`config.mk`:
```
export PLATFORM = sky130hd
export DESIGN_NAME = key_press_autorepeat_queue
export DESIGN_NICKNAME = d
export VERILOG_FILES = /design/src/rtl/kpaq_pkg.sv /design/src/rtl/key_press_autorepeat_queue.sv /design/src/rtl/kpaq_ram.sv /design/src/rtl/kpaq_front.sv /design/src/rtl/kpaq_cmdq.sv /design/src/rtl/kpaq_back.sv
export SDC_FILE = /design/constraint.sdc
export NUM_CORES = 1
export LEC_CHECK = 0
export ABC_AREA = 1
export ABC_CLOCK_PERIOD_IN_PS = 6100
export BUFFER_PORTS_ARGS = -buffer_cell sky130_fd_sc_hd__buf_2
export CAP_MARGIN = 5
export CORE_UTILIZATION = 55
export CTS_CLUSTER_SIZE = 25
export DETAILED_ROUTE_END_ITERATION = 7
export PLACE_DENSITY_LB_ADDON = 0.25
export SYNTH_ARGS = -nofsm -noshare
export SYNTH_HDL_FRONTEND = slang
export SYNTH_HIERARCHICAL = 1
export SYNTH_SLANG_ARGS = --single-unit
```
`constraint.sdc`:
```
create_clock -name clk -period 6.1 [get_ports clk]
set_input_delay 0.61 -clock clk [delete_from_list [all_inputs] [get_ports clk]]
set_output_delay 0.61 -clock clk [all_outputs]
set_load 0.005 [all_outputs]
```
`src/rtl/kpaq_pkg.sv`:
```
// kpaq_pkg: shared types, constants and field layout for the key press
// autorepeat queue; used by every module of the block but kpaq_ram, depends on nothing
`default_nettype none
package kpaq_pkg;

  // key scan shape
  localparam int MAX_KEYS = 6;
  localparam int KEY_W    = 8;
  localparam int CNT_W    = 3;
  localparam int KEY_CW   = $clog2(MAX_KEYS + 1);
  localparam int KEY_IW   = (MAX_KEYS > 1) ? $clog2(MAX_KEYS) : 1;
  localparam int NOW_W    = 32;
  localparam int CFG_W    = 16;

  // input tdata layout
  localparam int CNT_LSB   = MAX_KEYS * KEY_W;
  localparam int FN_BIT    = CNT_LSB + CNT_W;
  localparam int CTRL_BIT  = FN_BIT + 1;
  localparam int ALT_BIT   = FN_BIT + 2;
  localparam int SHIFT_BIT = FN_BIT + 3;
  localparam int NOW_LSB   = FN_BIT + 4;
  localparam int IN_BITS   = NOW_LSB + NOW_W;
  localparam int IN_DW     = ((IN_BITS + 7) / 8) * 8;

  // event ring
  localparam int RING_DEPTH = 16;
  localparam int RING_AW    = $clog2(RING_DEPTH);

  // command queue between front and back
  localparam int CQ_DEPTH = 4;
  localparam int CQ_AW    = $clog2(CQ_DEPTH);
  localparam int CQ_CW    = $clog2(CQ_DEPTH + 1);

  // configuration registers
  localparam int  CFG_DW    = 32;
  localparam int  CFG_AW    = 3;
  localparam logic REG_INIT_DELAY  = 1'b0;
  localparam logic REG_REPEAT_IVAL = 1'b1;
  localparam logic [CFG_W-1:0] INIT_DELAY_RST  = 16'd450;
  localparam logic [CFG_W-1:0] REPEAT_IVAL_RST = 16'd65;

  typedef struct packed {
    logic shift;
    logic alt;
    logic ctrl;
    logic fn;
  } mods_t;

  // ring entry: [7:0] key, 8 fn, 9 ctrl, 10 alt, 11 shift, 12 repeat
  typedef struct packed {
    logic             rep;
    mods_t            mods;
    logic [KEY_W-1:0] key;
  } evt_t;

  localparam int EVT_W  = $bits(evt_t);
  localparam int OUT_DW = ((EVT_W + 7) / 8) * 8;

  // command from front to back: push an event, or pop one result
  typedef struct packed {
    logic pop;
    evt_t evt;
  } cmd_t;

  typedef enum logic [1:0] {
    F_IDLE,
    F_SLOT,
    F_REPEAT,
    F_POP
  } front_state_t;

  typedef enum logic {
    B_IDLE,
    B_READ
  } back_state_t;

endpackage
`default_nettype wire

```
`src/rtl/key_press_autorepeat_queue.sv`:
```
// key_press_autorepeat_queue: keyboard typematic repeat with an event ring
// usage:
//   in_*  : one keyboard scan per transaction (six key slots, held count,
//           fn/ctrl/alt/shift, millisecond timestamp), accepted when
//           in_tvalid and in_tready are high
//   out_* : one result per scan; out_tuser is 1 when an event was popped,
//           0 when the ring was empty (then out_tdata is all zero)
//   cfg_* : apb-style port, 0x0 initial delay, 0x4 repeat interval (16 bit)
// scan handling: a scan with n held keys (n clamped to 6) keeps the front
//   sequencer busy through one step per key slot plus the end of the slot
//   walk, a repeat check, a pop and the accept step; a full command queue
//   stalls a push or pop, and no new scan is taken before its pop is queued
// result path: a pop passes the command queue; on an empty ring the result
//   register loads zero as the back takes the pop, else after the ram read
// a stalled receiver holds the result; the front keeps scanning until the
//   four-entry command queue fills, then in_tready stays low
// reset: ring empty, no repeating key, delay 450 ms, interval 65 ms; there is
//   no clearing pass
// depends on kpaq_pkg, kpaq_front, kpaq_cmdq, kpaq_back, kpaq_ram
`default_nettype none
module key_press_autorepeat_queue (
  input  logic                          clk,
  input  logic                          rst_n,
  // [47:0] key_slot_0..5, [50:48] held_count, [51] fn_held, [52] ctrl_held,
  // [53] alt_held, [54] shift_held, [86:55] now_ms, [87] zero
  input  logic                          in_tvalid,
  output logic                          in_tready,
  input  logic [kpaq_pkg::IN_DW-1:0]    in_tdata,
  // [7:0] event_key, [8] event_fn, [9] event_ctrl, [10] event_alt,
  // [11] event_shift, [12] event_repeat, [15:13] zero
  output logic                          out_tvalid,
  input  logic                          out_tready,
  output logic [kpaq_pkg::OUT_DW-1:0]   out_tdata,
  // [0] event_valid
  output logic                          out_tuser,
  input  logic                          cfg_psel,
  input  logic                          cfg_penable,
  input  logic                          cfg_pwrite,
  input  logic [kpaq_pkg::CFG_AW-1:0]   cfg_paddr,
  input  logic [kpaq_pkg::CFG_DW-1:0]   cfg_pwdata,
  output logic [kpaq_pkg::CFG_DW-1:0]   cfg_prdata,
  output logic                          cfg_pready
);
  import kpaq_pkg::*;

  logic [CFG_W-1:0] init_delay_r;
  logic [CFG_W-1:0] repeat_ival_r;
  logic             cfg_wr;
  logic             cmd_valid_f, cmd_ready_f, cmd_valid_b, cmd_ready_b;
  cmd_t             cmd_f, cmd_b;

  // configuration registers
  assign cfg_pready = 1'b1;
  assign cfg_wr     = cfg_psel && cfg_penable && cfg_pwrite && cfg_pready;

  always_ff @(posedge clk) begin
    if (!rst_n) begin
      init_delay_r  <= INIT_DELAY_RST;
      repeat_ival_r <= REPEAT_IVAL_RST;
    end else if (cfg_wr) begin
      case (cfg_paddr[2])
        REG_INIT_DELAY:  init_delay_r  <= cfg_pwdata[CFG_W-1:0];
        REG_REPEAT_IVAL: repeat_ival_r <= cfg_pwdata[CFG_W-1:0];
        default: begin
        end
      endcase
    end
  end

  // register readback
  always_comb begin
    case (cfg_paddr[2])
      REG_INIT_DELAY:  cfg_prdata = CFG_DW'(init_delay_r);
      REG_REPEAT_IVAL: cfg_prdata = CFG_DW'(repeat_ival_r);
      default:         cfg_prdata = '0;
    endcase
  end

  kpaq_front u_front (
    .clk         (clk),
    .rst_n       (rst_n),
    .in_tvalid   (in_tvalid),
    .in_tready   (in_tready),
    .in_tdata    (in_tdata),
    .init_delay  (init_delay_r),
    .repeat_ival (repeat_ival_r),
    .cmd_valid   (cmd_valid_f),
    .cmd_ready   (cmd_ready_f),
    .cmd         (cmd_f)
  );

  kpaq_cmdq u_cmdq (
    .clk       (clk),
    .rst_n     (rst_n),
    .in_valid  (cmd_valid_f),
    .in_ready  (cmd_ready_f),
    .in_cmd    (cmd_f),
    .out_valid (cmd_valid_b),
    .out_ready (cmd_ready_b),
    .out_cmd   (cmd_b)
  );

  kpaq_back u_back (
    .clk        (clk),
    .rst_n      (rst_n),
    .cmd_valid  (cmd_valid_b),
    .cmd_ready  (cmd_ready_b),
    .cmd        (cmd_b),
    .out_tvalid (out_tvalid),
    .out_tready (out_tready),
    .out_tdata  (out_tdata),
    .out_tuser  (out_tuser)
  );

endmodule
`default_nettype wire

```
`src/rtl/kpaq_ram.sv`:
```
// kpaq_ram: generic single write port, single read port ram with
// registered read data; no package dependency
`default_nettype none
module kpaq_ram #(
  parameter int WIDTH = 8,
  parameter int DEPTH = 16
) (
  input  logic                     clk,
  input  logic                     we,
  input  logic [$clog2(DEPTH)-1:0] waddr,
  input  logic [WIDTH-1:0]         wdata,
  input  logic                     re,
  input  logic [$clog2(DEPTH)-1:0] raddr,
  output logic [WIDTH-1:0]         rdata
);

  logic [WIDTH-1:0] mem [DEPTH];

  // write port
  always_ff @(posedge clk) begin
    if (we) begin
      mem[waddr] <= wdata;
    end
  end

  // registered read port
  always_ff @(posedge clk) begin
    if (re) begin
      rdata <= mem[raddr];
    end
  end

endmodule
`default_nettype wire

```
`src/rtl/kpaq_front.sv`:
```
// kpaq_front: takes one key scan, walks the key slots against the prior scan,
// tracks the repeating key and its deadline, and issues push and pop commands;
// depends on kpaq_pkg
`default_nettype none
module kpaq_front (
  input  logic                         clk,
  input  logic                         rst_n,
  input  logic                         in_tvalid,
  output logic                         in_tready,
  input  logic [kpaq_pkg::IN_DW-1:0]   in_tdata,
  input  logic [kpaq_pkg::CFG_W-1:0]   init_delay,
  input  logic [kpaq_pkg::CFG_W-1:0]   repeat_ival,
  output logic                         cmd_valid,
  input  logic                         cmd_ready,
  output kpaq_pkg::cmd_t               cmd
);
  import kpaq_pkg::*;

  front_state_t        state_r, state_nxt;
  logic [KEY_CW-1:0]   idx_r, idx_nxt;
  logic [KEY_W-1:0]    rk_r, rk_nxt;
  logic [NOW_W-1:0]    dl_r, dl_nxt;
  logic [KEY_CW-1:0]   prior_count_r;
  logic                prior_fn_r;
  logic [KEY_W-1:0]    prior_keys_r [MAX_KEYS];

  logic [KEY_W-1:0]    keys_r [MAX_KEYS];
  logic [KEY_CW-1:0]   count_r;
  mods_t               mods_r;
  logic [NOW_W-1:0]    now_r;

  logic [CNT_W-1:0]    held_count;
  logic [KEY_W-1:0]    cur_key;
  logic                was, fresh, held, fire;
  logic [KEY_W-1:0]    rk_eff;
  logic [NOW_W-1:0]    diff;
  logic                commit_prior;

  assign held_count = in_tdata[CNT_LSB +: CNT_W];
  assign cur_key    = keys_r[idx_r[KEY_IW-1:0]];

  // slot classification and repeat check
  always_comb begin
    was  = 1'b0;
    held = 1'b0;
    for (int j = 0; j < MAX_KEYS; j++) begin
      if ((KEY_CW'(j) < prior_count_r) && (prior_keys_r[j] == cur_key)) begin
        was = 1'b1;
      end
      if ((KEY_CW'(j) < count_r) && (keys_r[j] == rk_r)) begin
        held = 1'b1;
      end
    end
    fresh  = !was || (prior_fn_r != mods_r.fn);
    rk_eff = held ? rk_r : '0;
    diff   = now_r - dl_r;
    fire   = (rk_eff != '0) && !diff[NOW_W-1];
  end

  // sequencer: slots, repeat, pop
  always_comb begin
    state_nxt    = state_r;
    idx_nxt      = idx_r;
    rk_nxt       = rk_r;
    dl_nxt       = dl_r;
    in_tready    = 1'b0;
    cmd_valid    = 1'b0;
    cmd          = '0;
    commit_prior = 1'b0;
    case (state_r)
      F_IDLE: begin
        in_tready = 1'b1;
        if (in_tvalid) begin
          idx_nxt   = '0;
          state_nxt = F_SLOT;
        end
      end
      F_SLOT: begin
        if (idx_r < count_r) begin
          if (fresh) begin
            cmd_valid     = 1'b1;
            cmd.evt.key   = cur_key;
            cmd.evt.mods  = mods_r;
            if (cmd_ready) begin
              rk_nxt  = cur_key;
              dl_nxt  = now_r + NOW_W'(init_delay);
              idx_nxt = idx_r + KEY_CW'(1);
            end
          end else begin
            idx_nxt = idx_r + KEY_CW'(1);
          end
        end else begin
          state_nxt = F_REPEAT;
        end
      end
      F_REPEAT: begin
        if (fire) begin
          cmd_valid    = 1'b1;
          cmd.evt.key  = rk_eff;
          cmd.evt.mods = mods_r;
          cmd.evt.rep  = 1'b1;
        end
        if (!fire || cmd_ready) begin
          rk_nxt    = rk_eff;
          state_nxt = F_POP;
          if (fire) begin
            dl_nxt = now_r + NOW_W'(repeat_ival);
          end
        end
      end
      F_POP: begin
        cmd_valid = 1'b1;
        cmd.pop   = 1'b1;
        if (cmd_ready) begin
          commit_prior = 1'b1;
          state_nxt    = F_IDLE;
        end
      end
      default: begin
        state_nxt = F_IDLE;
      end
    endcase
  end

  // control state
  always_ff @(posedge clk) begin
    if (!rst_n) begin
      state_r       <= F_IDLE;
      idx_r         <= '0;
      rk_r          <= '0;
      dl_r          <= '0;
      prior_count_r <= '0;
      prior_fn_r    <= 1'b0;
    end else begin
      state_r <= state_nxt;
      idx_r   <= idx_nxt;
      rk_r    <= rk_nxt;
      dl_r    <= dl_nxt;
      if (commit_prior) begin
        prior_count_r <= count_r;
        prior_fn_r    <= mods_r.fn;
      end
    end
  end

  // scan capture and prior key copy
  always_ff @(posedge clk) begin
    if (in_tvalid && in_tready) begin
      for (int i = 0; i < MAX_KEYS; i++) begin
        keys_r[i] <= in_tdata[i*KEY_W +: KEY_W];
      end
      count_r      <= (held_count > CNT_W'(MAX_KEYS)) ? KEY_CW'(MAX_KEYS)
                                                      : KEY_CW'(held_count);
      mods_r.fn    <= in_tdata[FN_BIT];
      mods_r.ctrl  <= in_tdata[CTRL_BIT];
      mods_r.alt   <= in_tdata[ALT_BIT];
      mods_r.shift <= in_tdata[SHIFT_BIT];
      now_r        <= in_tdata[NOW_LSB +: NOW_W];
    end
    if (commit_prior) begin
      for (int i = 0; i < MAX_KEYS; i++) begin
        prior_keys_r[i] <= keys_r[i];
      end
    end
  end

endmodule
`default_nettype wire

```
`src/rtl/kpaq_cmdq.sv`:
```
// kpaq_cmdq: short command queue between the scan front and the ring back;
// depends on kpaq_pkg
`default_nettype none
module kpaq_cmdq (
  input  logic           clk,
  input  logic           rst_n,
  input  logic           in_valid,
  output logic           in_ready,
  input  kpaq_pkg::cmd_t in_cmd,
  output logic           out_valid,
  input  logic           out_ready,
  output kpaq_pkg::cmd_t out_cmd
);
  import kpaq_pkg::*;

  cmd_t             slot_r [CQ_DEPTH];
  logic [CQ_AW-1:0] wr_ptr_r, rd_ptr_r;
  logic [CQ_CW-1:0] count_r;
  logic             wr, rd;

  assign in_ready  = (count_r != CQ_CW'(CQ_DEPTH));
  assign out_valid = (count_r != '0);
  assign out_cmd   = slot_r[rd_ptr_r];
  assign wr        = in_valid && in_ready;
  assign rd        = out_valid && out_ready;

  // pointers and fill count
  always_ff @(posedge clk) begin
    if (!rst_n) begin
      wr_ptr_r <= '0;
      rd_ptr_r <= '0;
      count_r  <= '0;
    end else begin
      if (wr) begin
        wr_ptr_r <= (wr_ptr_r == CQ_AW'(CQ_DEPTH - 1)) ? '0 : wr_ptr_r + CQ_AW'(1);
      end
      if (rd) begin
        rd_ptr_r <= (rd_ptr_r == CQ_AW'(CQ_DEPTH - 1)) ? '0 : rd_ptr_r + CQ_AW'(1);
      end
      if (wr && !rd) begin
        count_r <= count_r + CQ_CW'(1);
      end else if (rd && !wr) begin
        count_r <= count_r - CQ_CW'(1);
      end
    end
  end

  // storage
  always_ff @(posedge clk) begin
    if (wr) begin
      slot_r[wr_ptr_r] <= in_cmd;
    end
  end

  a_fill_up: assert property (@(posedge clk) disable iff (!rst_n)
    (wr && !rd) |=> (count_r == $past(count_r) + CQ_CW'(1)))
    else $error("command queue count did not follow a write");

endmodule
`default_nettype wire

```
`src/rtl/kpaq_back.sv`:
```
// kpaq_back: executes push and pop commands on the event ring and holds the
// result in an output register; depends on kpaq_pkg and kpaq_ram
`default_nettype none
module kpaq_back (
  input  logic                        clk,
  input  logic                        rst_n,
  input  logic                        cmd_valid,
  output logic                        cmd_ready,
  input  kpaq_pkg::cmd_t              cmd,
  output logic                        out_tvalid,
  input  logic                        out_tready,
  output logic [kpaq_pkg::OUT_DW-1:0] out_tdata,
  output logic                        out_tuser
);
  import kpaq_pkg::*;

  back_state_t        state_r, state_nxt;
  logic [RING_AW-1:0] head_r, tail_r;
  logic [RING_AW-1:0] head_inc, tail_inc;
  logic               out_valid_r, out_valid_nxt;
  evt_t               out_evt_r;
  logic               out_hit_r;
  logic               out_free, take, empty, full;
  logic               ram_we, ram_re, load_zero, load_ram;
  logic [EVT_W-1:0]   ram_rdata;

  // ring pointers and command decode
  always_comb begin
    head_inc  = (head_r == RING_AW'(RING_DEPTH - 1)) ? '0 : head_r + RING_AW'(1);
    tail_inc  = (tail_r == RING_AW'(RING_DEPTH - 1)) ? '0 : tail_r + RING_AW'(1);
    empty     = (head_r == tail_r);
    full      = (tail_inc == head_r);
    out_free  = !out_valid_r || out_tready;
    cmd_ready = (state_r == B_IDLE) && (!cmd.pop || out_free);
    take      = cmd_valid && cmd_ready;
    ram_we    = take && !cmd.pop && !full;
    ram_re    = take && cmd.pop && !empty;
    load_zero = take && cmd.pop && empty;
    load_ram  = (state_r == B_READ);
  end

  // read sequencing and output register control
  always_comb begin
    state_nxt = state_r;
    case (state_r)
      B_IDLE: begin
        if (ram_re) begin
          state_nxt = B_READ;
        end
      end
      B_READ: begin
        state_nxt = B_IDLE;
      end
      default: begin
        state_nxt = B_IDLE;
      end
    endcase
    if (load_zero || load_ram) begin
      out_valid_nxt = 1'b1;
    end else if (out_tready) begin
      out_valid_nxt = 1'b0;
    end else begin
      out_valid_nxt = out_valid_r;
    end
  end

  always_ff @(posedge clk) begin
    if (!rst_n) begin
      state_r     <= B_IDLE;
      head_r      <= '0;
      tail_r      <= '0;
      out_valid_r <= 1'b0;
    end else begin
      state_r     <= state_nxt;
      out_valid_r <= out_valid_nxt;
      if (ram_we) begin
        tail_r <= tail_inc;
      end
      if (ram_re) begin
        head_r <= head_inc;
      end
    end
  end

  // result payload
  always_ff @(posedge clk) begin
    if (load_zero) begin
      out_evt_r <= '0;
      out_hit_r <= 1'b0;
    end else if (load_ram) begin
      out_evt_r <= evt_t'(ram_rdata);
      out_hit_r <= 1'b1;
    end
  end

  kpaq_ram #(
    .WIDTH (EVT_W),
    .DEPTH (RING_DEPTH)
  ) u_ring (
    .clk   (clk),
    .we    (ram_we),
    .waddr (tail_r),
    .wdata (EVT_W'(cmd.evt)),
    .re    (ram_re),
    .raddr (head_r),
    .rdata (ram_rdata)
  );

  assign out_tvalid = out_valid_r;
  assign out_tdata  = OUT_DW'(out_evt_r);
  assign out_tuser  = out_hit_r;

  a_read_slot_free: assert property (@(posedge clk) disable iff (!rst_n)
    (state_r == B_READ) |-> !out_valid_r)
    else $error("ring read returned while the output register was occupied");

  a_read_lands: assert property (@(posedge clk) disable iff (!rst_n)
    (state_r == B_READ) |=> out_valid_r)
    else $error("ring read data was not presented");

  a_full_drop: assert property (@(posedge clk) disable iff (!rst_n)
    (take && !cmd.pop && full) |=> ($stable(tail_r) && $stable(head_r)))
    else $error("push into a full ring moved a pointer");

endmodule
`default_nettype wire

```
==> After elaboration in Yosys (flattened, before gate mapping) <==
Memory sizes are Yosys's and may differ from the RTL's. A register that Yosys moved wholly into a read port is not among the register bits.
Cells that the tools add are included.
{ "word_totals": {"register_bits": 151, "ramBits": 360, "in_bits": 130, "out_inout_bits": 52, "word_cells": 213, "memories": 4} }
{ "mem_list": {"columns": ["name", "words", "width", "rd", "rd_clocked_by_memory_dff", "wr", "line_no", "source"], "rows": [
  ["u_back.u_ring.mem", 16, 13, 1, 1, 1, "kpaq_ram.sv:17", "logic [WIDTH-1:0] mem [DEPTH];"],
  ["u_cmdq.slot_r", 4, 14, 1, 1, 1, "kpaq_cmdq.sv:16", "cmd_t slot_r [CQ_DEPTH];"],
  ["u_front.keys_r", 6, 8, 7, 1, 6, "kpaq_front.sv:27", "logic [KEY_W-1:0] keys_r [MAX_KEYS];"],
  ["u_front.prior_keys_r", 6, 8, 6, 0, 6, "kpaq_front.sv:25", "logic [KEY_W-1:0] prior_keys_r [MAX_KEYS];"]
]} }
{ "op_classes": {"add_sub_neg": 10, "order_cmp": 14, "eq_ne": 32, "n_mux": 70, "n_bitwise": 2, "n_reduce_logical": 53} }
{ "ops": {"columns": ["op", "n"], "rows": [
  ["$mux W32", 5],
  ["$pmux W32 S2", 2],
  ["$eq A8 B8 Y1", 12],
  ["$add A32 B16 Y32", 2],
  ["$mux W8", 5],
  ["$sub A32 B32 Y32", 1],
  ["$mux W1", 31],
  ["$logic_and A1 B1 Y1", 26],
  ["$mux W12", 2],
  ["$mux W3", 8],
  ["$pmux W12 S2", 1],
  ["$mux W2", 8],
  ["$pmux W8 S2", 1],
  ["$mux W13", 1],
  ["$lt A1 B3 Y1 const A", 4],
  ["$lt A2 B3 Y1 const A", 4],
  ["$lt A3 B3 Y1 const A", 4],
  ["$ne A2 B1 Y1 const B", 6],
  ["$logic_not A1 Y1", 9],
  ["$add A4 B1 Y4 const B", 2],
  ["$eq A2 B2 Y1 const B", 4],
  ["$eq A4 B4 Y1", 2],
  ["$eq A4 B4 Y1 const B", 2],
  ["$mux W4", 2],
  ["24 further kinds", 37]
]} }

==> Depth between registers and ports, before layout <==
Gate-level depths: netlist (run 1).
An unclocked memory read counts as a cell.
{ "depth": {"ltp_word": 19, "ltp_mapped": 29, "depth_no_buf": 29} }

==> Hierarchy <==
Netlist (run 1), hierarchy kept.
{ "modules_own_cells": {"columns": ["module", "instances", "cells_per_inst", "area_per_inst_um2", "seq_area_each_um2"], "rows": [
  ["kpaq_front", 1, 1360, 10971.8, 5094.9],
  ["kpaq_ram", 1, 878, 9402.8, 6636.4],
  ["kpaq_cmdq", 1, 205, 2585.0, 1861.8],
  ["key_press_autorepeat_queue", 1, 259, 1669.1, 640.6],
  ["kpaq_back", 1, 164, 1336.3, 480.5]
]} }

==> Worst setup path after synthesis (run 1) <==
No wires, ideal clock.
{ "synth_path": {"path_kind": "register to register", "start": "reg u_front.state_r[0]", "end": "reg u_front.dl_r[28]", "setup_ps": 113, "arrival_ps": 3422, "t_required_ps": 5987, "path_slack_ps": 2565, "stages_incl_launch_ff": 27, "n_path_buf": 3, "synth_period_minus_slack_ps": 3535, "path_cell_list": "dfxtp_1 inv_1 ha_1 clkbuf_1 clkbuf_1 clkbuf_1 nand2_1 nand2_1 ha_1 fa_1 nand3_1 nand3_1 nand2_1 nand2_1 nand2_1 nand2_1 inv_1 o21ai_0 nand3_1 nand2_1 nand2_1 nor2_1 nand2_1 xor2_1 nand3_1 nand2_1 nor2_1"} }
{ "synth_via": {"elab_chain_cells": 3, "word_cells_on_any_way": 10, "classes_between": "7 x eq/ne; 1 x mux; 2 x reduce/logical"} }
{ "synth_lines": {"columns": ["element", "line_no", "source"], "rows": [
  ["start: declaration", "kpaq_front.sv:19", "front_state_t state_r, state_nxt;"],
  ["start signal: assignment", "kpaq_front.sv:135", "state_r <= state_nxt;"],
  ["$eq A2 B2 Y1 or $eq A2 B1 Y1 (tied branches)", "kpaq_front.sv:70", "case (state_r)"],
  ["$ne A2 B1 Y1 (no line) or $reduce_bool A2 Y1 (tied branches)", null, null],
  ["$reduce_and A6 Y1 (no line)", null, null],
  ["end signal: assignment", "kpaq_front.sv:138", "dl_r <= dl_nxt;"],
  ["end: declaration", "kpaq_front.sv:22", "logic [NOW_W-1:0] dl_r, dl_nxt;"]
]} }
Parallel ways exist; a longest one is shown, timed or not.
A chain may end at the register's enable or synchronous reset.

==> metrics.md, run 1 <==
| Metric | Value |
|---|---|
| CTS root buf | `clkbuf_16` |
| Share of the synthesized area in the top cell type | `47.65%` |
| Tcrit/Tclk final | `71.51%` |
| Number of synthesized flops with an enable pin | `412` |
| M3 GR Usage | `3.742%` |
| Syn_area_per_cell | `9.060 µm²` |
| CTS Buf Count | `53` |
| Drt via density | `5.351` |
| Pleak | `12.42 nW` |
| Clk slew on worst S/H paths | `0.06 ns` |
| Setup TNS | `0 ns` |
| Most used DFF post-synth | `edfxtp_1` |
| Adder-Cell Fraction of Synth Area | `3.094%` |
| CP endpoint kind | `flip-flop` |
| Cell Pwr Density | `442.4 nW/µm²` |
| Number of synthesized register bits | `529` |
| Worst-Skew Late Latency | `0.62 ns` |
| Port bufs | `142` |
| Slew @ Worst Pin | `1.288 ns` |
| Synth Area in XOR/XNOR | `2.665%` |
| Layout cells sized above 1 | `11.68%` |
| Largest family of logic cells by synthesized area | `simple AND/OR/NAND/NOR gates` |
| TritonCTS clock tree | `built` |
| Top post-synthesis cells by area | `edfxtp_1 48%, nand2_1 12%, dfxtp_1 9.0%` |
| Hold Path Stages | `1` |
| Max Fclk | `0.2292 GHz` |
| Post-synthesis mux area share | `0.5638%` |
| Total Routing Usage GR | `25.22%` |
| Full die area | `48,080 µm²` |
| CP Data Arrival Time | `4.87 ns` |
| # fillers | `3,846` |
| Layout area overhead | `10.65%` |
| DR pass1 iterations | `5` |
| Area occupied by multi-input gates | `9065 µm²` |
| Initial antenna violation count | `0` |
| Min Hold Slack | `0.1683 ns` |
| Compound-Gate Fraction of Synth Area | `3.990%` |
| Max incr delay on CP | `0.64 ns` |
| GRT Max-Usage Layer | `met2` |
| Relative slew slack | `14.11%` |
| Ys Warns | `6` |
| RePlAce Congestion | `0.9282` |
| Chip height | `219.3 µm` |
| Max_cap viols | `0` |
| Die W | `219.3 µm` |
| Element type at the critical path start | `flip-flop` |
| Initial drt markers | `1,395` |
| Endpoint, Worst Hold | `u_front/now_r[23]$_DFFE_PP_` |
| RSZ-0062 raised after global routing | `false` |
| CTS max path bufs | `3` |
| NumNets Final | `3,181` |
| Placed wire-length estimate | `40.03 mm` |
| Final count of negative-setup-slack endpoints | `0` |
| Kind of critical path | `reg2reg` |
| Total congestion overflow | `0` |
| H-tree levels | `2` |
| Path depth of the worst reg2reg path | `25` |
| CP required | `6.61 ns` |
| Reg2reg setup slack | `1.74 ns` |
| Antenna cell count | `0` |
| Outcome | `completed` |
| Count leader, synth | `nand2_1` |
| Row Count | `79` |
| Final hold vios | `0` |
| Initial Utilization | `55.77%` |
| Clock Sink Count | `529` |
| Hold Crit Start | `in_tdata[78]` |
| Critical-path top delay cell | `dfxtp_1` |
| Simple-Gate Fraction of Synth Area | `24.30%` |
| Postcts setup bufs | `0` |
| Post-cts sizing count | `0` |
| Synthesized area | `25,960 µm²` |
| Unique masters post-synth | `51` |
| Final antenna-violating net count | `0` |
| Maximum vdd drop | `0.3462 mV` |
| # hold bufs at CTS | `0` |
| Register area | `14,720 µm²` |
| Final Slew Violations | `0` |
| Ys async rst share | `0%` |
| Core ar. | `46,560 µm²` |
| Synth area leader | `edfxtp_1` |
| Largest net degree at the start of global routing | `106` |
| Met1 Use GR | `31.82%` |
| Met2 Use GR | `43.41%` |
| Period minus WS final | `4.362 ns` |
| Via count | `19,470` |
| Skew final | `0.01748 ns` |
| Cells after Synth | `2,866` |
| Crit path max fanout | `31` |
| Global-route wire length before repair | `94.74 mm` |
| Synth cell count leaders | `806 x nand2_1, 412 x edfxtp_1, 349 x inv_1, 313 x nand3_1, 277 x nor2_1` |
| Hold WC Path Type | `in2reg` |
| Vias in the first global route | `18,530` |
| Worst reg2reg endpoint | `u_cmdq/count_r[2]$_SDFFE_PN0P_` |
| I/O pins | `182` |
| Final wirelength | `60.64 mm` |
| Wire per inst | `16.67 µm` |
| CP most frequent cell | `nand2_1` |
| Drt drc | `0` |
| Register area share after synthesis | `56.67%` |
## registers in the layout, indices dropped and copies added (netlist names), 2 cells and up, named ones only
signal,cells
u_front/prior_count_r,3
u_cmdq/wr_ptr_r,2
u_front/keys_r,48
init_delay_r,16
u_back/tail_r,4
u_cmdq/count_r,3
u_back/u_ring/rdata,13
u_cmdq/rd_ptr_r,2
u_cmdq/slot_r,56
u_front/idx_r,3
u_back/u_ring/mem,208
u_front/count_r,3
u_front/mods_r,4
u_front/prior_keys_r,48
u_front/now_r,32
u_front/state_r,2
u_front/dl_r,32
u_front/rk_r,8
u_back/out_tdata,13
u_back/head_r,4
repeat_ival_r,16
## critical path: cells and delay by family (launching register included)
family | cells | cell delay (ns)
AOI/OAI and AO/OA | 2 | 0.66
adders and majority gates | 2 | 0.54
buffers and inverters | 5 | 0.68
DFF | 1 | 0.64
and+or+nand+nor | 16 | 1.70
## layer usage
metal / vias to the layer above / wire (µm)
li1: 9509 / -
met1: 9206 / 25130
met2: 606 / 29770
met3: 147 / 3574
met4: 0 / 2165
met5: - / 0
## through the flow
stage               cell area, µm²  setup slack (ns)  utilization, %  cells  power, mW
floorplan                    26030             2.565               -   2883      8.251
global route                 28730             1.269           61.71   3638      13.48
CTS                          28720             1.786           61.69   3637      12.74
global placement             26930             1.864           57.85   3539      9.185
finish                       28730             1.738           61.71   3638      12.71
detailed placement           26930             1.805           57.85   3539      9.359
## report_power, final
| group | internal (mW) | switching, mW | leakage (nW) |
|---|---|---|---|
| sequential | 4.88 | 0.472 | 4.73 |
| clock | 1.97 | 1.41 | 0.872 |
| combinational | 1.30 | 2.69 | 6.82 |
| total | 8.14 | 4.57 | 12.4 |
## worst max path at each step
stage | start | to | slack [ns]
final | flip-flop | u_cmdq/count_r[2]$_SDFFE_PN0P_ | 1.74
after global routing | flip-flop | u_cmdq/count_r[2]$_SDFFE_PN0P_ | 1.27
after CTS | flip-flop | u_cmdq/count_r[2]$_SDFFE_PN0P_ | 1.79
after detailed placement | flip-flop | u_cmdq/count_r[2]$_SDFFE_PN0P_ | 1.80
after global placement | flip-flop | u_cmdq/count_r[2]$_SDFFE_PN0P_ | 1.86
after floorplan | u_front/state_r[0]$_SDFFE_PN0P_ | u_front/dl_r[28]$_SDFFE_PN0P_ | 2.57
## logic make-up (layout without fill, tap and decap cells)
group,Yosys count,in the layout
AO/OA/AOI/OAI,185,185
XOR/XNOR,79,79
adder cells (fa/ha/maj),63,63
buffers and inverters,504,652
flip-flops,529,529
multiplexers,13,13
other,3,20
AND/OR/NAND/NOR,1490,1490
## cells in the final DEF (no fill, tap or decap), drive strengths merged, types with 17 or more instances in the layout
cell and instances:
o22ai 17, nand4 19, nand3 320, a21oi 70, clkbuf 64, xor2 24
inv 376, edfxtp 412, o21ai 74, buf 177, ha 61, xnor2 55
clkinv 22, nor2 285, conb 20, nand2 833, dfxtp 117
## cell type report
cell class	count	share of cell area (%)
sequential	529	51.23
clock inverter	34	1.407
tap	607	2.643
timing repair buffer	177	3.388
clock buffer	64	4.830
multi-input combinational	1850	31.55
inverter	377	4.947
No activity file was read; power rests on OpenSTA's default activity.
==> run 2, diff against run 1 <==
--- a/config.mk
+++ b/config.mk
@@ -6,7 +6,7 @@
 export NUM_CORES = 1
 export LEC_CHECK = 0
 export ABC_AREA = 1
-export ABC_CLOCK_PERIOD_IN_PS = 6100
+export ABC_CLOCK_PERIOD_IN_PS = 4300
 export BUFFER_PORTS_ARGS = -buffer_cell sky130_fd_sc_hd__buf_2
 export CAP_MARGIN = 5
 export CORE_UTILIZATION = 55
==> constraint.sdc (replaced) <==
create_clock -name clk -period 4.3 [get_ports clk]
set_input_delay 0.43 -clock clk [delete_from_list [all_inputs] [get_ports clk]]
set_output_delay 0.43 -clock clk [all_outputs]
set_load 0.005 [all_outputs]
==> run 2 against run 1 <==
Critical path depth grew 2. Hold slack lost 0.12 ns. Non-clock buffer count grew 94. Wire length grew 0.53%. Setup slack lost 1.3 ns. Clock power grew 40%.
==> metrics.md, run 2 (same netlist as run 1, synthesis figures left out) <==
| Metric | Value |
|---|---|
| Total Routing Usage GR | `25.43% (was 25.22%)` |
| RR Startpoint | `u_front/rk_r[7]$_SDFFE_PN0P_` |
| Hold Path Stages | `1 (unchanged)` |
| Final wirelength | `60.96 mm (was 60.64 mm)` |
| Max Fclk | `0.2568 GHz (was 0.2292 GHz)` |
| Flop pwr share | `41.8% (was 42.1%)` |
| CTS root buf | `clkbuf_16 (unchanged)` |
| Wire per inst | `16.31 µm (was 16.67 µm)` |
| Layout cells sized above 1 | `11.75% (was 11.68%)` |
| Top layer in use | `met4 (unchanged)` |
| Initial Utilization | `55.77% (unchanged)` |
| Internal Pwr Total | `11.59 mW (was 8.145 mW)` |
| Relative slew slack | `15.96% (was 14.11%)` |
| Final count of negative-setup-slack endpoints | `0 (unchanged)` |
| Final Util | `63.72% (was 61.71%)` |
| Switch Pwr | `6.479 mW (was 4.566 mW)` |
| Full die area | `48,080 µm² (unchanged)` |
| TritonCTS clock tree | `built (unchanged)` |
| Period minus WS final | `3.895 ns (was 4.362 ns)` |
| NumNets Final | `3,277 (was 3,181)` |
| CP required | `4.80 ns (was 6.61 ns)` |
| Row Count | `79 (unchanged)` |
| Total congestion overflow | `0 (unchanged)` |
| Vias in the first global route | `18,670 (was 18,530)` |
| Layout area overhead | `14.25% (was 10.65%)` |
| Final hold vios | `0 (unchanged)` |
| Setup TNS | `0 ns (unchanged)` |
| Worst slack, placed | `0.2605 ns (was 1.805 ns)` |
| Final antenna-violating net count | `0 (unchanged)` |
| Outcome | `completed (unchanged)` |
| Max_cap viols | `0 (unchanged)` |
| DR WL met3 | `3.714 mm (was 3.574 mm)` |
| CTS Buf Count | `55 (was 53)` |
| Die W | `219.3 µm (unchanged)` |
| Cell Pwr Density | `609.2 nW/µm² (was 442.4 nW/µm²)` |
| H-tree levels | `2 (unchanged)` |
| Maximum vdd drop | `0.4360 mV (was 0.3462 mV)` |
| Clk slew on worst S/H paths | `0.06 ns (about the same)` |
| Via count | `19,740 (was 19,470)` |
| Reg2reg setup slack | `0.41 ns (was 1.74 ns)` |
| Drt via density | `5.280 (was 5.351)` |
| Placed cell areas | `27,020 µm² (was 26,930 µm²)` |
| Regs by FF count | `u_back/u_ring/mem (208), u_cmdq/slot_r (56) (unchanged)` |
| Worst-Skew Late Latency | `0.61 ns (was 0.62 ns)` |
| RePlAce Congestion | `0.9403 (was 0.9282)` |
| Clock Sink Count | `529 (unchanged)` |
| Path depth of the worst reg2reg path | `27 (was 25)` |
| Port bufs | `142 (unchanged)` |
| Post-route cell area | `29,670 µm² (was 28,730 µm²)` |
| Tcrit/Tclk final | `90.57% (was 71.51%)` |
| Largest net degree at the start of global routing | `97 (was 106)` |
| Final Worst Setup Slack | `0.4053 ns (was 1.738 ns)` |
| Commonest cells after routing, fill and taps aside | `806 x nand2_1, 412 x edfxtp_1, 348 x inv_1, 313 x nand3_1, 276 x nor2_1 (unchanged)` |
| Gate power share | `32.0% (was 31.4%)` |
| Drt drc | `0 (unchanged)` |
| Final Slew Violations | `0 (unchanged)` |
| CTS max path bufs | `3 (unchanged)` |
| Element type at the critical path start | `flip-flop (unchanged)` |
| Antenna cell count | `0 (unchanged)` |
| Skew final | `0.01537 ns (was 0.01748 ns)` |
| Crit path max fanout | `8 (was 31)` |
| Slew @ Worst Pin | `1.261 ns (was 1.288 ns)` |
| M1 wire length | `25.09 mm (was 25.13 mm)` |
| DR pass1 iterations | `7 (was 5)` |
| Met2 wire length | `30.32 mm (was 29.77 mm)` |
| Initial antenna violation count | `0 (unchanged)` |
| Commonest non-fill, non-tap cell in the layout | `nand2_1 (unchanged)` |
| CP endpoint kind | `flip-flop (unchanged)` |
| Setup crit end | `u_cmdq/count_r[2]$_SDFFE_PN0P_ (unchanged)` |
| Placed wire-length estimate | `39.79 mm (was 40.03 mm)` |
| Hold WC Path Type | `in2reg (unchanged)` |
| Sw frac | `35.85% (was 35.92%)` |
| I/O pins | `182 (unchanged)` |
| Max FFs per register | `208 (unchanged)` |
| Global-route wire length before repair | `95.77 mm (was 94.74 mm)` |
| Chip height | `219.3 µm (unchanged)` |
| Reg with most FFs | `u_back/u_ring/mem (unchanged)` |
| Clock Power Share | `26.2% (was 26.5%)` |
| Pleak | `12.82 nW (was 12.42 nW)` |
| Critical path origin | `u_front/rk_r[7]$_SDFFE_PN0P_` |
| CP Data Arrival Time | `4.40 ns (was 4.87 ns)` |
| Initial drt markers | `1,711 (was 1,395)` |
| RSZ-0062 raised after global routing | `false (unchanged)` |
| Kind of critical path | `reg2reg (unchanged)` |
| Core ar. | `46,560 µm² (unchanged)` |
| Worst reg2reg endpoint | `u_cmdq/count_r[2]$_SDFFE_PN0P_ (unchanged)` |
run 2: worst min-delay path by stage:
| stage | start | endpoint | slack (ns) |
|---|---|---|---|
| after CTS | in_tdata[54] | u_front/mods_r[3]$_DFFE_PP_ | 0.007 |
| after global placement | u_back/out_tuser$_SDFFE_PP0P_ | u_back/out_tuser$_SDFFE_PP0P_ | 0.44 |
| after detailed placement | u_back/out_tuser$_SDFFE_PP0P_ | u_back/out_tuser$_SDFFE_PP0P_ | 0.44 |
| after global routing | in_tdata[52] | u_front/mods_r[1]$_DFFE_PP_ | 0.01 |
| after floorplan | u_front/keys_r[4][1]$_DFFE_PP_ | u_front/prior_keys_r[4][1]$_DFFE_PP_ | 0.43 |
| final | in_tdata[54] | u_front/mods_r[3]$_DFFE_PP_ | 0.05 |
run 2: area by class of cell:
type / count / area (µm²)
Multi-Input combinational cell: 1850 / 9075
Inverter: 377 / 1421
Tap cell: 607 / 759.5
Fill cell: 3781 / 16890
Clock buffer: 78 / 1544
Sequential cell: 529 / 14720
Clock inverter: 26 / 259.0
Timing Repair Buffer: 271 / 1887
run 2: what timing repair did:
item | CTS | global route
setup endpoints to repair | 0 | 2
hold endpoints to repair | 83 | 0
hold buffers | 83 | 0
buffers inserted | 0 | 0
gates resized for setup | 0 | 3
run 2: metrics by stage:
step / std cells / hold slack [ns] / power [mW]
after floorplan: 2883 / 0.4264 / 11.70
after global placement: 3551 / 0.4368 / 13.07
after detailed placement: 3551 / 0.4415 / 13.31
after CTS: 3738 / 0.007271 / 18.12
after global routing: 3738 / 0.01230 / 19.17
final: 3738 / 0.04627 / 18.07
run 2: layer usage:
metal / up-vias / track usage (%)
met5: - / 0
met4: 0 / 9.005
met3: 127 / 4.213
met2: 637 / 44.14
met1: 9267 / 31.92
li1: 9707 / -
run 2: critical path, cell delays in order (launching register included):
cell and delay (ns):
dfxtp_1 0.67, inv_1 0.23, a21oi_1 0.21, nand3_1 0.09
nor2_1 0.12, nand2_1 0.06, nand2_1 0.06, nand2_1 0.04
nand2_1 0.05, inv_1 0.03, nand2_1 0.10, o41ai_1 0.09
nand2_1 0.15, nand3_1 0.12, inv_1 0.22, nor2_1 0.10
a21oi_2 0.23, nand2_1 0.16, inv_1 0.09, ha_1 0.17
inv_1 0.07, fa_1 0.39, inv_1 0.07, nand2_1 0.07
nand3_1 0.07, nand2_1 0.05, inv_1 0.05, nor2_1 0.04
run 2: power by group through the flow:
| stage | Clock [mW] | Combinational [mW] | Sequential, mW |
|---|---|---|---|
| floorplan | 0 | 4.35 | 7.35 |
| global placement | 0 | 5.45 | 7.62 |
| detailed placement | 0 | 5.65 | 7.66 |
| CTS | 4.82 | 5.75 | 7.55 |
| global route | 5.02 | 6.51 | 7.65 |
| finish | 4.73 | 5.78 | 7.56 |
